File: src/rtl/lzss_decompressor_unit_macros.svh
// ----------------------------------------------------------------------------
// LZSS decompressor assertion macros
// Shared property forms for the checks at the end of the top level.
// ----------------------------------------------------------------------------
`ifndef LZSS_DECOMPRESSOR_UNIT_MACROS_SVH
`define LZSS_DECOMPRESSOR_UNIT_MACROS_SVH

// Same-cycle implication, sampled on clk and disabled during rst.
`define LZD_ASSERT_SAME(label, ante, cons) \
  label: assert property (@(posedge clk) disable iff (rst) (ante) |-> (cons)) \
    else $error("lzss decompressor: same-cycle check failed");

// Next-cycle implication, sampled on clk and disabled during rst.
`define LZD_ASSERT_NEXT(label, ante, cons) \
  label: assert property (@(posedge clk) disable iff (rst) (ante) |=> (cons)) \
    else $error("lzss decompressor: next-cycle check failed");

`endif

File: src/rtl/lzd_pkg.sv
// ----------------------------------------------------------------------------
// LZSS decompressor package
// Shared constants, command codes and interface structs.
// ----------------------------------------------------------------------------
`timescale 1ns / 1ps

package lzd_pkg;

  localparam int HIST_DEPTH = 4096;
  localparam int HIST_AW    = $clog2(HIST_DEPTH);
  localparam int LEN_W      = 32;
  localparam int CNT_W      = 5;   // copy length 2..17

  localparam logic [1:0] HDR_LAST_INDEX   = 2'd3;
  localparam logic [3:0] TOKENS_PER_GROUP = 4'd8;
  localparam logic [4:0] COPY_BIAS        = 5'd2;

  typedef enum logic [1:0] {
    CMD_RESTART = 2'd0,
    CMD_LITERAL = 2'd1,
    CMD_PAIR    = 2'd2
  } cmd_kind_t;

  // Work handed from the parser to the copy engine.
  typedef struct packed {
    logic               valid;
    cmd_kind_t          kind;
    logic [7:0]         data;
    logic [HIST_AW-1:0] offset;
    logic [3:0]         len_code;
  } cmd_t;

  // One result byte offered by the copy engine.
  typedef struct packed {
    logic       valid;
    logic [7:0] data;
    logic       run_last;
    logic       stream_end;
    logic       error;
  } result_t;

endpackage

File: src/rtl/lzd_parser.sv
// ----------------------------------------------------------------------------
// LZSS stream parser
// Splits the compressed byte stream into header, flag and token bytes.
// ----------------------------------------------------------------------------
`timescale 1ns / 1ps

module lzd_parser (
  input  logic                         clk,
  input  logic                         rst,
  input  logic                         accept,
  input  logic [7:0]                   in_byte,
  input  logic                         in_last,
  output lzd_pkg::cmd_t                cmd,
  output logic [lzd_pkg::LEN_W-1:0]    expected_length
);
  import lzd_pkg::*;

  typedef enum logic [1:0] {
    PH_HEADER,
    PH_FLAG,
    PH_TOKEN,
    PH_PAIR_LOW
  } phase_t;

  phase_t     phase;
  logic [1:0] header_index;
  logic [7:0] flag_shift;
  logic [3:0] token_count;
  logic [7:0] pair_high;
  logic [3:0] token_count_inc;

  assign token_count_inc = token_count + 4'd1;

  always_comb begin
    cmd          = '0;
    cmd.kind     = CMD_LITERAL;
    cmd.data     = in_byte;
    cmd.offset   = {pair_high, in_byte[7:4]};
    cmd.len_code = in_byte[3:0];
    unique case (phase)
      PH_HEADER: begin
        cmd.kind  = CMD_RESTART;
        cmd.valid = accept && (header_index == HDR_LAST_INDEX);
      end
      PH_FLAG: begin
        cmd.valid = 1'b0;
      end
      PH_TOKEN: begin
        cmd.valid = accept && !flag_shift[7];
      end
      PH_PAIR_LOW: begin
        cmd.kind  = CMD_PAIR;
        cmd.valid = accept;
      end
    endcase
  end

  always_ff @(posedge clk) begin
    if (rst) begin
      phase           <= PH_HEADER;
      header_index    <= '0;
      expected_length <= '0;
      flag_shift      <= '0;
      token_count     <= '0;
      pair_high       <= '0;
    end else if (accept) begin
      unique case (phase)
        PH_HEADER: begin
          expected_length <= {expected_length[LEN_W-9:0], in_byte};
          header_index    <= header_index + 2'd1;
          if (header_index == HDR_LAST_INDEX) begin
            token_count <= '0;
            flag_shift  <= '0;
            phase       <= PH_FLAG;
          end
        end
        PH_FLAG: begin
          flag_shift  <= in_byte;
          token_count <= '0;
          phase       <= PH_TOKEN;
        end
        PH_TOKEN: begin
          flag_shift  <= {flag_shift[6:0], 1'b0};
          token_count <= token_count_inc;
          if (flag_shift[7]) begin
            pair_high <= in_byte;
            phase     <= PH_PAIR_LOW;
          end else begin
            phase <= (token_count_inc >= TOKENS_PER_GROUP) ? PH_FLAG : PH_TOKEN;
          end
        end
        PH_PAIR_LOW: begin
          phase <= (token_count >= TOKENS_PER_GROUP) ? PH_FLAG : PH_TOKEN;
        end
      endcase
      // The final byte is handled normally, then the parser waits for a header.
      if (in_last) begin
        phase        <= PH_HEADER;
        header_index <= '0;
        token_count  <= '0;
      end
    end
  end

endmodule

File: config.mk
export PLATFORM = sky130hd
export DESIGN_NAME = lzd_parser
export DESIGN_NICKNAME = d
export VERILOG_FILES = /design/src/rtl/lzss_decompressor_unit_macros.svh /design/src/rtl/lzd_pkg.sv /design/src/rtl/lzd_parser.sv
export SDC_FILE = /design/constraint.sdc
export NUM_CORES = 1
export LEC_CHECK = 0
export BUFFER_PORTS_ARGS = -buffer_cell sky130_fd_sc_hd__buf_2
export CORE_AREA = 2 2 53 92
export CTS_BUF_LIST = sky130_fd_sc_hd__clkbuf_8
export CTS_CLUSTER_DIAMETER = 150
export DETAILED_ROUTE_END_ITERATION = 12
export DIE_AREA = 0 0 55 94
export PLACE_DENSITY = 0.84
export RECOVER_POWER = 25
export SYNTH_ARGS = -nofsm -noshare
export SYNTH_HDL_FRONTEND = slang
export SYNTH_SLANG_ARGS = --single-unit
File: constraint.sdc
create_clock -name clk -period 4.4 [get_ports clk]
set_input_delay 0.88 -clock clk [delete_from_list [all_inputs] [get_ports clk]]
set_output_delay 0.88 -clock clk [all_outputs]
set_load 0.05 [all_outputs]
==> out/qor.yml, run 1 <==
synth_simple_gate_area_share_pct: 19.0
cts_resized: 0
start_util_pct: 54.8
finalCritPeriodShare_pct: 64.9
p_leak_nw: 1.15
finalSetupTns_ns: 0
clk-insertion-delay-late_ns: 0.32
rsz0062_at_grt: "false"
synth.area.mux_share_pct: 4.20
synth_area_um2: 2410
cts.htree.levels: 2
p_total_mw: 0.974
clock_path_buffers: 2
cp-start-kind: "primary input"
worstPathRequired_ns: 4.49
crit_type: "in -> reg"
synth_edf_count: 0
io_pins: 71
synth_ff_type: "dfxtp_1"
min_period_ns: 2.86
vias_per_cell: 5.32
gp_congestion: 0.847
grt-ovfl-total: 0
num_vias: 2023
max_cap_viol_count: 1
fmax_mhz: 350
drt-met1-wl_um: 1950
async_flop_share_pct: 0
cts_tree: "done"
grt_usage_pct: 20.4
synth_xor_area_share_pct: 0.363
drt_iter0_drc: 68
reg2reg_slack_ns: 2.24
worstPathArrival_ns: 2.95
finalSetupViolations: 0
syn_nets: 304
synthCells: 284
area_delta_synth_final_pct: 12.3
wl_per_cell_um: 13.3
worstMarginPinSlew_ns: 2.23
synth_area_leaders: "dfxtp_1 46%, nand2_1 11%, a21oi_1 6.8%"
coreArea_um2: 4400
first_pass_iters: 4
path_max_fanout: 54
die_w_um: 55
yosysTopAreaCellShare_pct: 46.5
rows: 32
numPortBuffers: 70
grt_pass1_vias: 1765
clk_pin_slew_ns: 0.10
grt_pass1_wl_um: 7800
top_layer: "met4"
yosys.area_share.adder_pct: 4.15
final_antenna_net_count: 0
final_area_um2: 2710
slew_headroom_pct: -48.6
synth_top_family_by_area: "simple AND/OR/NAND/NOR gates"
yosysTopAreaCell: "dfxtp_1"
ir_worst_vdd_v: 0.000292
hp-class: "reg -> reg"
outcome: "finished with violations"
grt_max_degree: 55
slew_viol_final: 55
synth_seq_cells: 56
ys_seq_area_share_pct: 46.5
synth-compound-area-share_pct: 16.4
avgSynthCellArea_um2: 8.49
yosys_warnings: 0
drc: 0
antenna_found_initial: 0
finalWirelength_um: 5060
root_buffer: "clkbuf_8"
wl_met2_um: 2750
die_y_um: 94
cts_setup_buffers: 0
synth_cell_types: 39
finalHoldViolCount: 0
cts.sinks: 56
skew_ns: 0.0133
n_antenna_cell: 0
met3_length_um: 270
cts_buffers: 5
drive_above_1_share_pct: 19.5
power_density_nw_per_um2: 360
design.die.area_um2: 5170
violations: "capacitance limit, slew limit"
place_hpwl_um: 3420
holdBufCountCts: 0
endpoint_kind: "flip-flop"
placed_cell_area_um2: 2620
nNetsFinal: 348
metal layers:
metal / GRT usage [%] / vias up
met1: 22.3 / 936
met2: 35.8 / 57
met5: 0 / -
li1: - / 1023
met3: 3.34 / 7
met4: 9.96 / 0
metrics by stage:
step	utilization [%]	worst slack [ns]	hold slack, ns	instances
2_1_floorplan	-	2.03	0.454	284
3_3_place_gp	59.5	1.98	0.438	372
3_5_place_dp	59.5	1.90	0.443	372
4_1_cts	62.2	1.56	0.458	380
5_1_grt	61.5	1.31	0.483	380
6_report	61.5	1.54	0.458	380
worst max-delay path: stages:
cell	delay [ns]
clkbuf_1	1.56
or3b_4	0.39
o22ai_1	0.10
state kept, by name, indices dropped and copies added (netlist names):
signal / count
expected_length: 32
flag_shift: 8
header_index: 2
pair_high: 8
phase: 2
token_count: 4
cell usage after synthesis, types with 6 or more instances:
cell / number
nand2_1: 69
dfxtp_1: 56
a21oi_1: 33
nor2_1: 20
buf_4: 16
buf_2: 10
mux2i_1: 9
a22oi_1: 8
ha_1: 8
a22o_1: 7
clkbuf_1: 6
inv_1: 6
final timing paths:
path                             from                  end  cells after the start
setup / recovery                  rst             phase[0]                      3
hold / removal    expected_length[31]  expected_length[31]                      2
setup reg to reg             phase[0]      header_index[0]                      6
hold reg to reg   expected_length[31]  expected_length[31]                      2
area by class of cell:
cell class | count | area, µm²
Clock buffer | 5 | 68.8
Sequential cell | 56 | 1120
Inverter | 6 | 22.5
Tap cell | 51 | 63.8
Fill cell | 422 | 1690
Clock inverter | 3 | 46.3
Timing Repair Buffer | 70 | 325
Multi-Input combinational cell | 189 | 1060
layout by cell type, fill, tap and decap left out, types with 2 or more instances in the layout:
| cell | count |
|---|---|
| nand2_1 | 70 |
| dfxtp_1 | 56 |
| buf_2 | 50 |
| a21oi_1 | 33 |
| nor2_1 | 20 |
| clkbuf_1 | 20 |
| mux2i_1 | 9 |
| a22oi_1 | 8 |
| ha_1 | 8 |
| a22o_1 | 7 |
| inv_1 | 6 |
| clkbuf_8 | 5 |
| o21ai_1 | 3 |
| o21ai_0 | 3 |
| nand2b_1 | 2 |
| or3_1 | 2 |
| nand3_1 | 2 |
| a31oi_1 | 2 |
| nor3_1 | 2 |
power by group:
| part | internal (mW) | switching [mW] |
|---|---|---|
| Sequential | 0.515 | 0.00558 |
| Combinational | 0.0214 | 0.0917 |
| Clock | 0.172 | 0.169 |
| Total | 0.708 | 0.266 |
logic make-up after synthesis:
| family | Yosys count |
|---|---|
| simple gates | 106 |
| compound gates | 64 |
| flops | 56 |
| buf+inv | 39 |
| mux | 10 |
| fa+ha+maj | 8 |
| xor+xnor | 1 |
No activity file was read; power rests on OpenSTA's default activity.
==> inputs of run 2 (changes only) <==
--- a/config.mk
+++ b/config.mk
@@ -6,12 +6,12 @@
 export NUM_CORES = 1
 export LEC_CHECK = 0
 export BUFFER_PORTS_ARGS = -buffer_cell sky130_fd_sc_hd__buf_2
-export CORE_AREA = 2 2 53 92
+export CORE_AREA = 2 2 57 99
 export CTS_BUF_LIST = sky130_fd_sc_hd__clkbuf_8
 export CTS_CLUSTER_DIAMETER = 150
 export DETAILED_ROUTE_END_ITERATION = 12
-export DIE_AREA = 0 0 55 94
-export PLACE_DENSITY = 0.84
+export DIE_AREA = 0 0 59 101
+export PLACE_DENSITY = 0.77
 export RECOVER_POWER = 25
 export SYNTH_ARGS = -nofsm -noshare
 export SYNTH_HDL_FRONTEND = slang
==> constraint.sdc (replaced) <==
create_clock -name clk -period 2.4 [get_ports clk]
set_input_delay 0.48 -clock clk [delete_from_list [all_inputs] [get_ports clk]]
set_output_delay 0.48 -clock clk [all_outputs]
set_load 0.05 [all_outputs]
==> out/qor.yml, run 2 (synthesis results as in run 1) <==
outcome: "complete, no violations"
power_density_nw_per_um2: 656  # +82%
clk-insertion-delay-late_ns: 0.31  # about the same
grt_pass1_wl_um: 8050  # +3.1%
num_vias: 1983  # -2.0%
grt_max_degree: 37  # -33%
worstMarginPinSlew_ns: 0.619  # -1.61 ns
cts.sinks: 56  # unchanged
cp_cell_sequence: "inv_1 > ha_1 > mux2i_1 > nor2_1 > o21a_1 > buf_2"
crit_type: "reg -> out"
grt-ovfl-total: 0  # unchanged
design.die.area_um2: 5960  # +15%
fmax_mhz: 463
die_y_um: 101  # +7.4%
die_w_um: 59  # +7.3%
vias_per_cell: 5.11  # -4.0%
clock_path_buffers: 2  # unchanged
antenna_found_initial: 0  # unchanged
first_pass_iters: 4  # unchanged
nNetsFinal: 352  # +1.1%
cts_setup_buffers: 0  # unchanged
cts.htree.levels: 2  # unchanged
root_buffer: "clkbuf_8"
holdBufCountCts: 0  # unchanged
drt_iter0_drc: 132  # +94%
clk_pin_slew_ns: 0.10  # about the same
crit_buf_inv: 2  # +1
path_max_fanout: 5  # -91%
holdPathEnd: "expected_length[0]"
critical_path.slowest_cell: "dfxtp_1"
finalSetupTns_ns: 0  # unchanged
drive_above_1_share_pct: 18.3  # -1.1 points
grt_pass1_vias: 1639  # -7.1%
cts_buffers: 5  # unchanged
finalSetupViolations: 0  # unchanged
ir_worst_vdd_v: 0.000316  # +8.0%
min_period_ns: 2.16
fin_cells: 388  # +2.1%
r2r_end: "token_count[0]"
finalWirelength_um: 5090  # +0.45%
placed_cells: 380  # +2.2%
p_leak_nw: 1.16  # +1.1%
wl_per_cell_um: 13.1  # -1.6%
p_total_mw: 1.80  # +84%
hp-class: "in -> reg"
slew_viol_final: 0  # -100%
coreArea_um2: 5170  # +17%
final_common_cell: "nand2_1"
place_hpwl_um: 3630  # +6.1%
worstPathArrival_ns: 1.68  # -1.27 ns
start_util_pct: 46.7  # -8.1 points
skew_ns: 0.00727  # -0.00603 ns
numPortBuffers: 70  # unchanged
final_antenna_net_count: 0  # unchanged
gp_congestion: 0.787  # -7.1%
rr_worst_depth: 7  # +1
regMostFlops: "expected_length"
rsz0062_at_grt: "false"
finalCritPeriodShare_pct: 90.0
reg_top3: "expected_length (32), flag_shift (8), pair_high (8)"
worstPathRequired_ns: 1.92  # -2.57 ns
endpoint_kind: "output port"
slew_headroom_pct: 58.9  # +110 points
rows: 35  # +9.4%
cts_tree: "done"
io_pins: 71  # unchanged
r2r_start: "phase[0]"
area_delta_synth_final_pct: 13.5
n_antenna_cell: 0  # unchanged
max_cap_viol_count: 0  # -1
largest_register_ffs: 32  # unchanged
drc: 0  # unchanged
cts_resized: 0  # unchanged
whs_path_depth: 3  # +1
hold_start: "in_byte[0]"
cp-start-kind: "flip-flop"
final_cell_mix: "69 x nand2_1, 56 x dfxtp_1, 42 x buf_2"
finalHoldViolCount: 0  # unchanged
cpPeakStageDelay_ns: 0.44  # -1.12 ns
reg2reg_slack_ns: 0.58  # -1.66 ns
crit_family: "flip-flops"
grt_usage_pct: 17.5  # -2.9 points
==> run 2: final cells by class <==
| class | count | area [µm²] |
|---|---|---|
| clock buffer | 5 | 68.8 |
| clock inverter | 3 | 47.5 |
| fill | 524 | 2430 |
| inverter | 6 | 22.5 |
| multi-input combinational | 189 | 1060 |
| sequential | 56 | 1120 |
| tap | 55 | 68.8 |
| timing repair buffer | 74 | 345 |
==> run 2: metal layers <==
metal / vias to the layer above / part of all wire [%] / track usage (%)
met5: - / 0 / 0
met3: 9 / 3.8 / 2.95
li1: 1027 / - / -
met2: 44 / 50 / 27.7
met4: 0 / 2.8 / 9.62
met1: 903 / 43 / 22.1
==> run 2: metrics by stage <==
step                setup WS, ns  hold WS, ns  utilization [%]  cell area (µm²)
floorplan                  0.444        0.454                -             2410
global placement           0.658        0.438             51.4             2660
detailed placement         0.609        0.443             51.4             2660
CTS                        0.241        0.438             53.7             2770
global route              0.0958        0.445             53.0             2740
finish                     0.240        0.447             53.0             2740
==> run 2: tightest hold or removal path: stages <==
cell and delay [ns]:
buf_2 0.13, nand2_1 0.06, a21oi_1 0.05
==> run 2: how the worst max path moves through the flow <==
stage | start | to | slack [ns] | depth (start not counted)
after detailed placement | phase[1] | cmd[26] | 0.61 | 5
after global routing | phase[0] | cmd[26] | 0.1 | 6
after floorplan | phase[0] | cmd[26] | 0.44 | 6
after global placement | phase[0] | cmd[26] | 0.66 | 6
final | phase[0] | cmd[26] | 0.24 | 6
after CTS | phase[0] | cmd[26] | 0.24 | 6
==> run 2: power breakdown <==
group | leakage [nW] | switching [mW] | internal (mW)
combinational | 0.647 | 0.171 | 0.0387
clock | 0.0583 | 0.318 | 0.315
sequential | 0.453 | 0.0102 | 0.944
total | 1.16 | 0.499 | 1.30
==> inputs of run 3 (changes only) <==
--- a/config.mk
+++ b/config.mk
@@ -5,6 +5,7 @@
 export SDC_FILE = /design/constraint.sdc
 export NUM_CORES = 1
 export LEC_CHECK = 0
+export ABC_AREA = 1
 export BUFFER_PORTS_ARGS = -buffer_cell sky130_fd_sc_hd__buf_2
 export CORE_AREA = 2 2 57 99
 export CTS_BUF_LIST = sky130_fd_sc_hd__clkbuf_8
==> out/qor.yml, run 3 <==
outcome: "complete, no violations"
synth_area_leaders: "dfxtp_1 46%, nor2_1 9.1%, o21ai_0 8.5%"
first_pass_iters: 4  # unchanged
fmax_mhz: 438  # -5.4%
gp_congestion: 0.892  # +13%
regMostFlops: "expected_length"
p_leak_nw: 1.19  # +2.5%
finalSetupViolations: 0  # unchanged
slew_viol_final: 0  # unchanged
grt_max_degree: 41  # +11%
cts.sinks: 56  # unchanged
yosys_warnings: 0  # unchanged
endpoint_kind: "output port"
drc: 0  # unchanged
largest_register_ffs: 32  # unchanged
max_cap_viol_count: 0  # unchanged
num_vias: 2189  # +10%
synth_common_cells: "59 x nor2_1, 56 x dfxtp_1, 52 x nand2_1, 41 x o21ai_0, 30 x a21oi_1"
numPortBuffers: 70  # unchanged
coreArea_um2: 5170  # unchanged
path_max_fanout: 11  # +6
nFillCells: 541  # +3.2%
drt_iter0_drc: 124  # -6.1%
ir_worst_vdd_v: 0.000303  # -3.9%
synth_most_common_cell: "nor2_1"
final_common_cell: "nor2_1"
synth_ff_type: "dfxtp_1"
vias_per_cell: 5.07  # -0.85%
clk-insertion-delay-late_ns: 0.32  # about the same
crit_family: "buffers and inverters"
clk_pin_slew_ns: 0.11  # about the same
fin_cells: 432  # +11%
synth_cell_types: 25  # -36%
grt-ovfl-total: 0  # unchanged
synth_seq_cells: 56  # unchanged
die_w_um: 59  # unchanged
root_buffer: "clkbuf_8"
crit_type: "reg -> out"
finalWirelength_um: 5090  # +0.14%
multi_input_area_um2: 1040  # -2.0%
synth_area_um2: 2420  # +0.41%
skew_ns: 0.00747  # +0.000203 ns
cts.htree.levels: 2  # unchanged
yosysTopAreaCellShare_pct: 46.3  # -0.19 points
power_density_nw_per_um2: 677  # +3.3%
yosysTopAreaCell: "dfxtp_1"
cp-start-kind: "flip-flop"
n_antenna_cell: 0  # unchanged
holdBufCountCts: 0  # unchanged
drive_above_1_share_pct: 16.2  # -2.1 points
antenna_found_initial: 0  # unchanged
cts_buffers: 5  # unchanged
grt_usage_pct: 17.5  # -0.030 points
worstPathRequired_ns: 1.92  # about the same
reg_top3: "expected_length (32), flag_shift (8), pair_high (8)"
async_flop_share_pct: 0  # unchanged
cpPeakStageDelay_ns: 0.37  # -0.07 ns
ys_seq_area_share_pct: 46.3  # -0.19 points
cp_cell_sequence: "inv_1 > ha_2 > nand2_1 > clkinv_1 > a211oi_2 > o21a_1 > buf_4"
critical_path.slowest_cell: "dfxtp_2"
finalCritPeriodShare_pct: 95.1  # +5.1 points
wl_per_cell_um: 11.8  # -10%
worstMarginPinSlew_ns: 0.746  # +0.127 ns
area_delta_synth_final_pct: 13.8
grt_pass1_wl_um: 8240  # +2.4%
final_cell_mix: "59 x nor2_1, 55 x dfxtp_1, 52 x nand2_1"
crit_buf_inv: 3  # +1
placed_cells: 424  # +12%
io_pins: 71  # unchanged
slew_headroom_pct: 50.2  # -8.7 points
worstPathArrival_ns: 1.80  # +0.12 ns
rows: 35  # unchanged
place_hpwl_um: 3620  # -0.31%
nNetsFinal: 396  # +13%
placed_cell_area_um2: 2690  # +1.0%
design.die.area_um2: 5960  # unchanged
finalHoldViolCount: 0  # unchanged
avgSynthCellArea_um2: 7.45  # -12%
finalSetupTns_ns: 0  # unchanged
start_util_pct: 46.9  # +0.19 points
synthCells: 325  # +14%
final_antenna_net_count: 0  # unchanged
die_y_um: 101  # unchanged
synth_edf_count: 0  # unchanged
final_area_um2: 2760  # +0.68%
rsz0062_at_grt: "false"
cts_tree: "done"
clock_path_buffers: 2  # unchanged
grt_pass1_vias: 1963  # +20%
hp-class: "in -> reg"
syn_nets: 345  # +13%
min_period_ns: 2.28  # +0.122 ns
seq_area_um2: 1120  # +0.11%
-- run 3: what timing repair did --
action	in CTS	in global routing
resized for setup	2	2
endpoints found under the setup margin	1	1
pin swaps	0	0
cloned	0	0
hold endpoints to repair	0	0
buffers inserted	0	0
-- run 3: layout make-up --
| type | count | area share (%) |
|---|---|---|
| clock buffer | 5 | 2.50 |
| clock inverter | 3 | 0.998 |
| inverter | 23 | 3.13 |
| multi-input combinational | 217 | 37.8 |
| sequential | 56 | 40.7 |
| tap | 55 | 2.50 |
| timing repair buffer | 73 | 12.3 |
-- run 3: cells by family after synthesis --
family          synth area share, %
compound gates                 16.7
xor+xnor                      0.362
fa+ha+maj                      4.13
buf+inv                        11.0
flops                          46.3
simple gates                   21.6
-- run 3: metrics by stage --
| step | utilization (%) | total power, mW | setup slack (ns) | hold slack [ns] |
|---|---|---|---|---|
| 5_1_grt | 53.4 | 1.95 | 0.0382 | 0.440 |
| 2_1_floorplan | - | 1.29 | 0.367 | 0.435 |
| 3_5_place_dp | 52.0 | 1.35 | 0.236 | 0.452 |
| 4_1_cts | 53.9 | 1.88 | 0.0442 | 0.442 |
| 6_report | 53.4 | 1.87 | 0.118 | 0.449 |
| 3_3_place_gp | 52.0 | 1.35 | 0.281 | 0.451 |
-- run 3: final timing paths --
check	slack [ns]	from	endpoint	cells after the start
min reg2reg	0.47	pair_high[1]	pair_high[1]	2
max	0.12	phase[0]	cmd[26]	7
min	0.45	in_byte[5]	expected_length[5]	3
max reg2reg	0.66	phase[1]	flag_shift[0]	5
-- run 3: layer usage --
metal  routed length (µm)  share of wire (%)  vias to the layer above  global-route usage (%)
li1                     -                  -                     1138                       -
met1                 2140                 42                      969                    18.8
met2                 2550                 50                       69                    31.4
met3                  305                6.0                       13                    4.24
met4                  103                2.0                        0                    7.52
met5                    0                  0                        -                       0
-- run 3: worst reg2reg max path, cell delays in order, from the launching register on --
cell,delay [ns]
dfxtp_1,0.44
inv_1,0.11
ha_1,0.34
o211ai_1,0.53
nand2_1,0.10
a21oi_1,0.16
-- run 3: report_power, final --
part	switching, mW	internal (mW)
Sequential	0.0225	0.967
Clock	0.330	0.215
Combinational	0.270	0.0633
Total	0.622	1.25
